## src/rtl/ang_pkg.sv

```systemverilog
`timescale 1ns / 1ps
`default_nettype none

package ang_pkg;

  // gain is unsigned q1.16, unity at 2^16
  localparam int unsigned GainWidth = 17;
  localparam logic [GainWidth-1:0] GainUnity = 17'h10000;
  localparam logic [7:0] SampleMid = 8'd128;

  // configuration register indexes
  typedef enum logic [1:0] {
    CfgGateLevel   = 2'd0,
    CfgHoldSamples = 2'd1,
    CfgReleaseStep = 2'd2,
    CfgAttackStep  = 2'd3
  } ang_cfg_idx_e;

  // gate state that the gain stage reads and rewrites
  typedef struct packed {
    logic                 gate_closed;
    logic                 releasing;
    logic [GainWidth-1:0] gain;
  } ang_gate_t;

  localparam ang_gate_t GateReset = '{gate_closed: 1'b0, releasing: 1'b0, gain: GainUnity};

endpackage

`default_nettype wire

```

## src/rtl/ang_gain_step.sv

```systemverilog
`timescale 1ns / 1ps
`default_nettype none

// gain update and scaling for a sample seen while the gate is closed
module ang_gain_step
  import ang_pkg::*;
(
  input  wire logic [7:0]           sample_i,
  input  wire logic                 in_band_i,
  input  wire ang_gate_t            gate_i,
  input  wire logic [GainWidth-1:0] release_step_i,
  input  wire logic [GainWidth-1:0] attack_step_i,
  output ang_gate_t                 gate_o,
  output logic [7:0]                result_o
);

  logic [GainWidth:0]   attack_sum;
  logic [GainWidth-1:0] release_diff;
  logic [GainWidth-1:0] scale_gain;
  logic signed [8:0]    sample_off;
  logic signed [26:0]   product;
  logic signed [26:0]   acc;
  logic [7:0]           scaled;

  assign attack_sum   = {1'b0, gate_i.gain} + {1'b0, attack_step_i};
  assign release_diff = gate_i.gain - release_step_i;
  assign scale_gain   = in_band_i ? release_diff : attack_sum[GainWidth-1:0];

  // 128 + (s - 128) * g / 2^16, floored; the sum is never negative
  assign sample_off = $signed({1'b0, sample_i} - 9'd128);
  assign product    = $signed({{18{sample_off[8]}}, sample_off}) *
                      $signed({10'd0, scale_gain});
  assign acc        = product + 27'sd8388608;
  assign scaled     = acc[23:16];

  always_comb begin
    gate_o   = gate_i;
    result_o = sample_i;
    if (in_band_i) begin
      if (gate_i.releasing) begin
        if (release_step_i > gate_i.gain) begin
          gate_o.gain      = '0;
          gate_o.releasing = 1'b0;
          result_o         = SampleMid;
        end else begin
          gate_o.gain = release_diff;
          result_o    = scaled;
        end
      end else begin
        result_o = SampleMid;
      end
    end else begin
      if (attack_sum > {1'b0, GainUnity}) begin
        gate_o.gain        = GainUnity;
        gate_o.gate_closed = 1'b0;
      end else begin
        gate_o.gain = attack_sum[GainWidth-1:0];
        result_o    = scaled;
      end
    end
  end

endmodule

`default_nettype wire

```

## src/rtl/audio_noise_gate_u8.sv

```systemverilog
`timescale 1ns / 1ps
`default_nettype none

// a sample beat is held in the input register, then in the result register
// throughput: one sample per cycle unless stalled, set by that single register pair
// the gain, hold counter and flags update as a sample moves into the result register
// reset: asynchronous active low, clears the gate state and loads register defaults
// (gate level 0 so the gate is bypassed, hold 0, release and attack steps at unity)
module audio_noise_gate_u8
  import ang_pkg::*;
#(
  parameter int unsigned COUNT_WIDTH = 20,
  localparam int unsigned CfgWidth = (COUNT_WIDTH > GainWidth) ? COUNT_WIDTH : GainWidth
) (
  input  wire logic                clk_i,
  input  wire logic                rst_ni,
  // configuration write channel
  input  wire logic                cfg_valid_i,
  output logic                     cfg_ready_o,
  input  wire logic [1:0]          cfg_index_i,
  input  wire logic [CfgWidth-1:0] cfg_data_i,
  // sample input channel
  input  wire logic                in_valid_i,
  output logic                     in_ready_o,
  input  wire logic [7:0]          sample_in_i,
  input  wire logic                block_start_i,
  // sample output channel
  output logic                     out_valid_o,
  input  wire logic                out_ready_i,
  output logic [7:0]               sample_out_o
);

  localparam int unsigned QuietWidth = COUNT_WIDTH + 1;

  // configuration registers
  logic [7:0]             gate_level_q;
  logic [COUNT_WIDTH-1:0] hold_samples_q;
  logic [GainWidth-1:0]   release_step_q;
  logic [GainWidth-1:0]   attack_step_q;

  // input register stage
  logic       s1_valid_q, s1_valid_d;
  logic [7:0] s1_sample_q;
  logic       s1_start_q;

  // result register stage
  logic       out_valid_q, out_valid_d;
  logic [7:0] out_sample_q;

  // gate state
  logic [QuietWidth-1:0] quiet_count_q, quiet_count_d;
  ang_gate_t             gate_q, gate_d;

  logic                  in_accept;
  logic                  s1_advance;
  logic                  s1_fire;
  logic [QuietWidth-1:0] count_eff;
  logic [QuietWidth-1:0] count_inc;
  ang_gate_t             gate_eff;
  ang_gate_t             step_gate;
  logic [7:0]            step_result;
  logic [7:0]            result;
  logic                  in_band;
  logic [8:0]            low_sum;
  logic [8:0]            high_sum;

  // ------------------------------------------------------------------
  // handshakes: the result register frees the input stage when empty or
  // when its beat is taken, so unless the output stalls a new sample enters every cycle
  // ------------------------------------------------------------------
  assign cfg_ready_o = 1'b1;
  assign s1_advance  = !out_valid_q || out_ready_i;
  assign in_ready_o  = !s1_valid_q || s1_advance;
  assign in_accept   = in_valid_i && in_ready_o;
  assign s1_fire     = s1_valid_q && s1_advance;

  assign out_valid_o  = out_valid_q;
  assign sample_out_o = out_sample_q;

  // ------------------------------------------------------------------
  // configuration writes
  // ------------------------------------------------------------------
  always_ff @(posedge clk_i or negedge rst_ni) begin
    if (!rst_ni) begin
      gate_level_q   <= '0;
      hold_samples_q <= '0;
      release_step_q <= GainUnity;
      attack_step_q  <= GainUnity;
    end else if (cfg_valid_i) begin
      unique case (ang_cfg_idx_e'(cfg_index_i))
        CfgGateLevel:   gate_level_q   <= cfg_data_i[7:0];
        CfgHoldSamples: hold_samples_q <= cfg_data_i[COUNT_WIDTH-1:0];
        CfgReleaseStep: release_step_q <= cfg_data_i[GainWidth-1:0];
        CfgAttackStep:  attack_step_q  <= cfg_data_i[GainWidth-1:0];
      endcase
    end
  end

  // ------------------------------------------------------------------
  // input register
  // ------------------------------------------------------------------
  always_comb begin
    s1_valid_d = s1_valid_q;
    if (in_accept) begin
      s1_valid_d = 1'b1;
    end else if (s1_advance) begin
      s1_valid_d = 1'b0;
    end
  end

  always_ff @(posedge clk_i or negedge rst_ni) begin
    if (!rst_ni) begin
      s1_valid_q <= 1'b0;
    end else begin
      s1_valid_q <= s1_valid_d;
    end
  end

  always_ff @(posedge clk_i) begin
    if (in_accept) begin
      s1_sample_q <= sample_in_i;
      s1_start_q  <= block_start_i;
    end
  end

  // ------------------------------------------------------------------
  // per-sample gate logic
  // ------------------------------------------------------------------

  // block start wipes the state before this sample is looked at
  assign count_eff = s1_start_q ? '0 : quiet_count_q;
  assign gate_eff  = s1_start_q ? GateReset : gate_q;

  // strictly inside 128 +/- level; a level above 128 pushes the low edge below zero
  assign low_sum  = {1'b0, s1_sample_q} + {1'b0, gate_level_q};
  assign high_sum = {1'b0, SampleMid} + {1'b0, gate_level_q};
  assign in_band  = (low_sum > {1'b0, SampleMid}) && ({1'b0, s1_sample_q} < high_sum);

  // saturating in-band run length
  assign count_inc = (&count_eff) ? count_eff : count_eff + 1'b1;

  ang_gain_step u_gain_step (
    .sample_i       (s1_sample_q),
    .in_band_i      (in_band),
    .gate_i         (gate_eff),
    .release_step_i (release_step_q),
    .attack_step_i  (attack_step_q),
    .gate_o         (step_gate),
    .result_o       (step_result)
  );

  always_comb begin
    quiet_count_d = count_eff;
    gate_d        = gate_eff;
    result        = s1_sample_q;
    if (gate_level_q == '0) begin
      // bypass: pass the sample and keep the state, cleared only by a block start
      result = s1_sample_q;
    end else if (!gate_eff.gate_closed) begin
      // open gate: count the quiet run, close once it exceeds the hold
      if (in_band) begin
        quiet_count_d = count_inc;
        if (count_inc > {1'b0, hold_samples_q}) begin
          gate_d.gate_closed = 1'b1;
          gate_d.releasing   = 1'b1;
        end
      end else begin
        quiet_count_d = '0;
      end
    end else begin
      // closed gate: release fade or attack; the counter holds, cleared by loud samples
      gate_d = step_gate;
      result = step_result;
      if (!in_band) begin
        quiet_count_d = '0;
      end
    end
  end

  always_ff @(posedge clk_i or negedge rst_ni) begin
    if (!rst_ni) begin
      quiet_count_q <= '0;
      gate_q        <= GateReset;
    end else if (s1_fire) begin
      quiet_count_q <= quiet_count_d;
      gate_q        <= gate_d;
    end
  end

  // ------------------------------------------------------------------
  // result register
  // ------------------------------------------------------------------
  always_comb begin
    out_valid_d = out_valid_q;
    if (s1_fire) begin
      out_valid_d = 1'b1;
    end else if (out_ready_i) begin
      out_valid_d = 1'b0;
    end
  end

  always_ff @(posedge clk_i or negedge rst_ni) begin
    if (!rst_ni) begin
      out_valid_q <= 1'b0;
    end else begin
      out_valid_q <= out_valid_d;
    end
  end

  always_ff @(posedge clk_i) begin
    if (s1_fire) begin
      out_sample_q <= result;
    end
  end

endmodule

`default_nettype wire
```

## config.mk

```make
export PLATFORM = sky130hd
export DESIGN_NAME = audio_noise_gate_u8
export DESIGN_NICKNAME = d
export VERILOG_FILES = /design/src/rtl/ang_pkg.sv /design/src/rtl/ang_gain_step.sv /design/src/rtl/audio_noise_gate_u8.sv
export SDC_FILE = /design/constraint.sdc
export NUM_CORES = 1
export LEC_CHECK = 0
export ABC_AREA = 1
export BUFFER_PORTS_ARGS = -buffer_cell sky130_fd_sc_hd__buf_2
export CAP_MARGIN = 10
export CORE_UTILIZATION = 23
export DETAILED_ROUTE_END_ITERATION = 6
export GPL_TIMING_DRIVEN = 0
export SLEW_MARGIN = 20
export SYNTH_ARGS = -nofsm -noshare
export SYNTH_HDL_FRONTEND = slang
export SYNTH_SLANG_ARGS = --single-unit
export TNS_END_PERCENT = 100
```

## constraint.sdc

```tcl
create_clock -name clk_i -period 9.2 [get_ports clk_i]
set_clock_uncertainty 0.15 [all_clocks]
set_input_delay 1.38 -clock clk_i [delete_from_list [all_inputs] [get_ports clk_i]]
set_output_delay 1.38 -clock clk_i [all_outputs]
set_load 0.01 [all_outputs]
```

# [After elaboration in Yosys (flattened, before gate mapping)]
# Cells that the tools add are included.
[word_totals] latch_bits=0 inputBits=36 memories=0 ramBits=0 romBits=0 ff_bits=121
[op_classes] div_mod_pow=0 order_cmp=5 n_eq_ne=3 shift=0 reduce_logical=16 n_bitwise=0 add_sub_neg=7 multipliers=1 muxes=31
[op_table] op="21-bit 2-to-1 mux" n=6
[op_table] op="17-bit 2-to-1 mux" n=5
[op_table] op="8-bit 2-to-1 mux" n=6
[op_table] op="19-bit 2-to-1 mux" n=2
[op_table] op="24-bit adder (second input constant)" n=1
[op_table] op="9-bit by 18-bit multiplier with 24-bit output" n=1
[op_table] op="21-bit by 1-bit adder with 21-bit output (second input constant)" n=1
[op_table] op="21-bit by 20-bit greater-than comparator with 1-bit output" n=1
[op_table] op="21-bit AND reduction" n=1
[op_table] op="17-bit by 17-bit adder with 18-bit output" n=1
[op_table] op="18-bit by 17-bit greater-than comparator with 1-bit output (second input constant)" n=1
[op_table] op="18-bit 2-to-1 mux" n=1
[op_table] op="17-bit greater-than comparator" n=1
[op_table] op="17-bit subtractor" n=1
[op_table] op="8-bit by 8-bit adder with 9-bit output" n=1
[op_table] op="8-bit by 8-bit adder with 9-bit output (first input constant)" n=1
[op_table] op="9-bit by 8-bit greater-than comparator with 1-bit output (second input constant)" n=1
[op_table] op="8-bit by 9-bit < comparator with 1-bit output" n=1
[op_table] op="8-bit by 8-bit subtractor with 9-bit output (second input constant)" n=1
[op_table] op="8-bit zero test" n=1
[op_table] op="1-bit 2-to-1 mux" n=8
[op_table] op="2-bit AND reduction" n=4
[op_table] op="2-bit 2-to-1 mux" n=3
[op_table] op="2-bit equality test (second input constant)" n=2
[op_table] op="6 further kinds" n=11

# [Depth between registers and ports, before layout]
[logic_depth] ltp_word=11 depth_mapped=44 ltp_nobuf=42

# [By module]
# From an unflattened synthesis, not the netlist that was laid out.
[hier_totals] hier_cells=2029 area_unflattened_um2=14452.6
[modules_own_cells] module="ang_gain_step" cells_per_inst=1108 seq_area_each_um2=0.0 n_inst=1 area_per_inst_um2=7252.0
[modules_own_cells] module="audio_noise_gate_u8" cells_per_inst=921 seq_area_each_um2=3116.7 n_inst=1 area_per_inst_um2=7200.7

# [Least setup slack after synthesis]
# No wires, ideal clock.
[synth_path] path_kind="flip-flop to flip-flop" start="reg s1_start_q" end="reg out_sample_q[7] (netlist: sample_out_o[7]), data pin" slack_ns=2.116 setup_time_ns=0.249 arrival_ns=6.684 required_time_ns=8.801 stages_incl_launch_ff=40 cell_sequence="edfxtp_1 -> buf_6 -> inv_2 -> clkbuf_1 -> buf_1 -> nand2_1 -> inv_1 -> ha_1 -> a21o_1 -> a21oi_1 -> o21ai_2 -> a21oi_1 -> inv_1 -> or2_2 -> nand2_1 -> nand2_1 -> nand2_1 -> nor2_1 -> [4 not listed] -> fa_1 -> inv_1 -> fa_1 -> inv_1 -> ha_1 -> ha_1 -> nand2_1 -> nor3_1 -> inv_1 -> nor2_1 -> nand2_1 -> nor2_1 -> a211oi_1 -> o21ai_0 -> a21oi_1 -> nand3b_1 -> nand2_1 -> inv_1"
[synth_between] elab_chain_cells=10 elab_cells_between_ends=14 cone_classes="add/sub: 3; mul: 1; order compare: 2; mux: 8"
[synth_lines] item="start: declaration" line_no="audio_noise_gate_u8.sv:44" source="logic s1_start_q;"
[synth_lines] item="start signal: assignment" line_no="audio_noise_gate_u8.sv:122" source="s1_start_q <= block_start_i;"
[synth_lines] item="19-bit 2-to-1 mux (*)" line_no="audio_noise_gate_u8.sv:132" source="assign gate_eff = s1_start_q ? GateReset : gate_q;"
[synth_lines] item="17-bit by 17-bit adder with 18-bit output / 17-bit subtractor (equally long branches)" line_no="ang_gain_step.sv:25, ang_gain_step.sv:26"
[synth_lines] item="17-bit 2-to-1 mux" line_no="ang_gain_step.sv:27" source="assign scale_gain = in_band_i ? release_diff : attack_sum[GainWidth-1:0];"
[synth_lines] item="9-bit by 18-bit multiplier with 24-bit output" line_no="ang_gain_step.sv:31" source="assign product = $signed({{18{sample_off[8]}}, sample_off}) *"
[synth_lines] item="24-bit adder" line_no="ang_gain_step.sv:33" source="assign acc = product + 27'sd8388608;"
[synth_lines] item="8-bit 2-to-1 mux" line_no="ang_gain_step.sv:41" source="if (release_step_i > gate_i.gain) begin"
[synth_lines] item="8-bit 2-to-1 mux" line_no="ang_gain_step.sv:40" source="if (gate_i.releasing) begin"
[synth_lines] item="8-bit 2-to-1 mux" line_no="ang_gain_step.sv:39" source="if (in_band_i) begin"
[synth_lines] item="8-bit 2-to-1 mux (*)" line_no="audio_noise_gate_u8.sv:159" source="end else if (!gate_eff.gate_closed) begin"
[synth_lines] item="8-bit 2-to-1 mux (*)" line_no="audio_noise_gate_u8.sv:156" source="if (gate_level_q == '0) begin"
[synth_lines] item="via result[7]" line_no="audio_noise_gate_u8.sv:62" source="logic [7:0] result;"
[synth_lines] item="end signal: assignment" line_no="audio_noise_gate_u8.sv:212" source="out_sample_q <= result;"
[synth_lines] item="end: declaration" line_no="audio_noise_gate_u8.sv:48" source="logic [7:0] out_sample_q;"
# The timed path passes the listed nets; every way through them passes the cells marked *.
# A chain may end at the register's enable or synchronous reset.

# [Worst setup path after layout]
# Ends and elaborated chain as after synthesis.

==> flow_metrics.tcl <==
set metrics [dict create \
    root_buffer "clkbuf_16" \
    ctsHoldBuffers 0 \
    cts_tree "yes" \
    fill_cells 6526 \
    initial_utilization_pct 23.3 \
    crit_path_top_delay_cell "fa_1" \
    grt-ovfl-total 0 \
    drt_iter0_drc 890 \
    vias_per_cell 4.51 \
    wl_per_cell_um 15.4 \
    path_clk_slew_ns 0.06 \
    whs_ns 0.329 \
    synth.distinct_cells 58 \
    final_area_um2 15600 \
    critPathTopFamily "adder cells" \
    ys_warn_count 0 \
    crit_arrival_ns 8.52 \
    criticalPathCategory "flop to flop" \
    setup_violations 0 \
    insertion_delay_ns 0.45 \
    syn-num-nets 2106 \
    worst_slew_pin_slew_ns 0.925 \
    run_status "completed" \
    wirelength_mm 41.4 \
    post_cts_buffers 0 \
    ant_nets 0 \
    clock_sinks 121 \
    final.setup.tns_ns 0 \
    grt_start_max_net_pins 68 \
    max_stage_delay_ns 0.60 \
    cp_common_cell "inv_1" \
    drt-pass1-iter-count 5 \
    synth-async-reset-ratio_pct 86.0 \
    rsz0062_at_grt "no" \
    finalHoldViolations 0 \
    grt_pass1_wl_mm 66.3 \
    seq_area_frac_synth_pct 22.6 \
    die_h_um 247 \
    clk_path_buf_depth 2 \
    period_needed_ns 8.47 \
    hold_path_class "flop to flop" \
    stdcell_count 2691 \
    globalRouteTotalUtil_pct 14.1 \
    multi_input_area_um2 9310 \
    rows 89 \
    cp_max_fo 10 \
    syn_to_final_growth_pct 13.2 \
    synth-edff-count 17 \
    post-route-drc-count 0 \
    crit_path_start_kind "flop" \
    placedCellCount 2659 \
    cp-end-kind "flop" \
    register_area_um2 3120 \
    die_w_um 247 \
    grt_pass1_vias 12048 \
    htree_levels 4 \
    place_area_um2 15000 \
    required_ns 9.26 \
    cts_resized 0 \
    n_antenna_cell 0 \
    max_cap_violations 0 \
    cts_inserted_buffers 17 \
    final_nets 2171 \
    syn_inst 1840 \
    ios 47 \
    drive_gt1_share_pct 8.60 \
    syn_avg_cell_area_um2 7.48 \
    cp_num_buf_inv 12 \
    dieArea_um2 60800 \
    synth_seq_cells 121 \
    num_vias 12142 \
    antenna_found_initial 0 \
    dp_hpwl_mm 33.4 \
    coreArea_um2 59000 \
    slew-limit-headroom_pct 38.1 \
    finalMaxSlewViolations 0 \
    synth_flop_cell "dfrtp_1" \
    syn_area_um2 13800 \
    final.period_utilization_pct 92.0 \
    place_congestion 0.910 \
    placement.io_buffers 45 \
    max_clock_freq_ghz 0.118 \
]
[flip-flops by register name (all words and copies together) (netlist names)]
register / cells
s1_sample_q: 8
release_step_q: 17
hold_samples_q: 20
s1_valid_q: 1
sample_out_o: 8
attack_step_q: 17
quiet_count_q: 21
gate_q: 19
gate_level_q: 8
s1_start_q: 1
out_valid_o: 1
[through the flow]
step / setup WS (ns) / utilization, %
5_1_grt: 0.0000968 / 26.4
4_1_cts: 0.678 / 26.4
3_5_place_dp: 0.690 / 25.4
2_1_floorplan: 2.12 / -
3_3_place_gp: 0.729 / 25.3
6_report: 0.734 / 26.4
[per-layer routing]
layer	track usage (%)	part of all wire [%]	up-vias
met5	0	0	-
li1	-	-	6038
met2	23.6	47	340
met1	18.0	45	5701
met3	2.90	5.6	63
met4	4.30	2.2	0
[tightest hold or removal path, stage by stage, from the launching register on]
cell     delay (ns)
dfrtp_1        0.34
nand2_1        0.05
nand2_1        0.06
[cell type report]
class	instances	share of cell area, %
well taps	773	6.21
plain buffers	58	1.61
repair buffers	46	1.66
clock inverters	14	0.932
clock buffers	18	2.82
inverters	290	6.99
multi-input cells	1371	59.8
flip-flops and latches	121	20.0
[cell usage after synthesis (all sizes together) (27+ instances only)]
cell type | count | area share, %
xor2 | 27 | 1.9
nand3 | 72 | 2.8
fa | 108 | 16
a21oi | 129 | 5.1
dfrtp | 101 | 18
nand2 | 439 | 13
clkbuf | 44 | 1.2
nor2 | 201 | 6.1
o21ai | 135 | 5.1
inv | 289 | 7.9
ha | 122 | 11
nand4 | 27 | 1.2
[logic make-up after synthesis]
| kind of cell | Yosys count | synth area share, % |
|---|---|---|
| fa+ha+maj | 230 | 26.8 |
| simple gates | 777 | 24.4 |
| flops | 121 | 22.6 |
| other cells | 1 | 0.0272 |
| compound gates | 319 | 13.4 |
| buf+inv | 348 | 9.72 |
| xor+xnor | 44 | 2.96 |
[layout by cell type (no fill, tap or decap), types with 24 or more instances in the layout]
cell        n
o21ai_0   120
fa_1      108
nand4_1    27
xor2_1     24
nand3_1    69
nand2_1   419
buf_2      51
a21oi_1   119
nor2_1    188
dfrtp_1   101
clkbuf_1   43
ha_1      122
inv_1     283
[final timing paths]
path / from / endpoint / slack, ns / cells past startpoint
hold reg to reg: gate_q[9] / gate_q[9] / 0.33 / 2
hold / removal: gate_q[9] / gate_q[9] / 0.33 / 2
max in group asynchronous: rst_ni / gate_q[16] / 7.52 / 2
setup / recovery: s1_start_q / sample_out_o[7] / 0.73 / 37
setup reg to reg: s1_start_q / sample_out_o[7] / 0.73 / 37
min in group asynchronous: rst_ni / s1_valid_q / 0.69 / 1
Power is not shown: default switching activity piles up to over one toggle a cycle in this logic, so the estimate is an artifact.
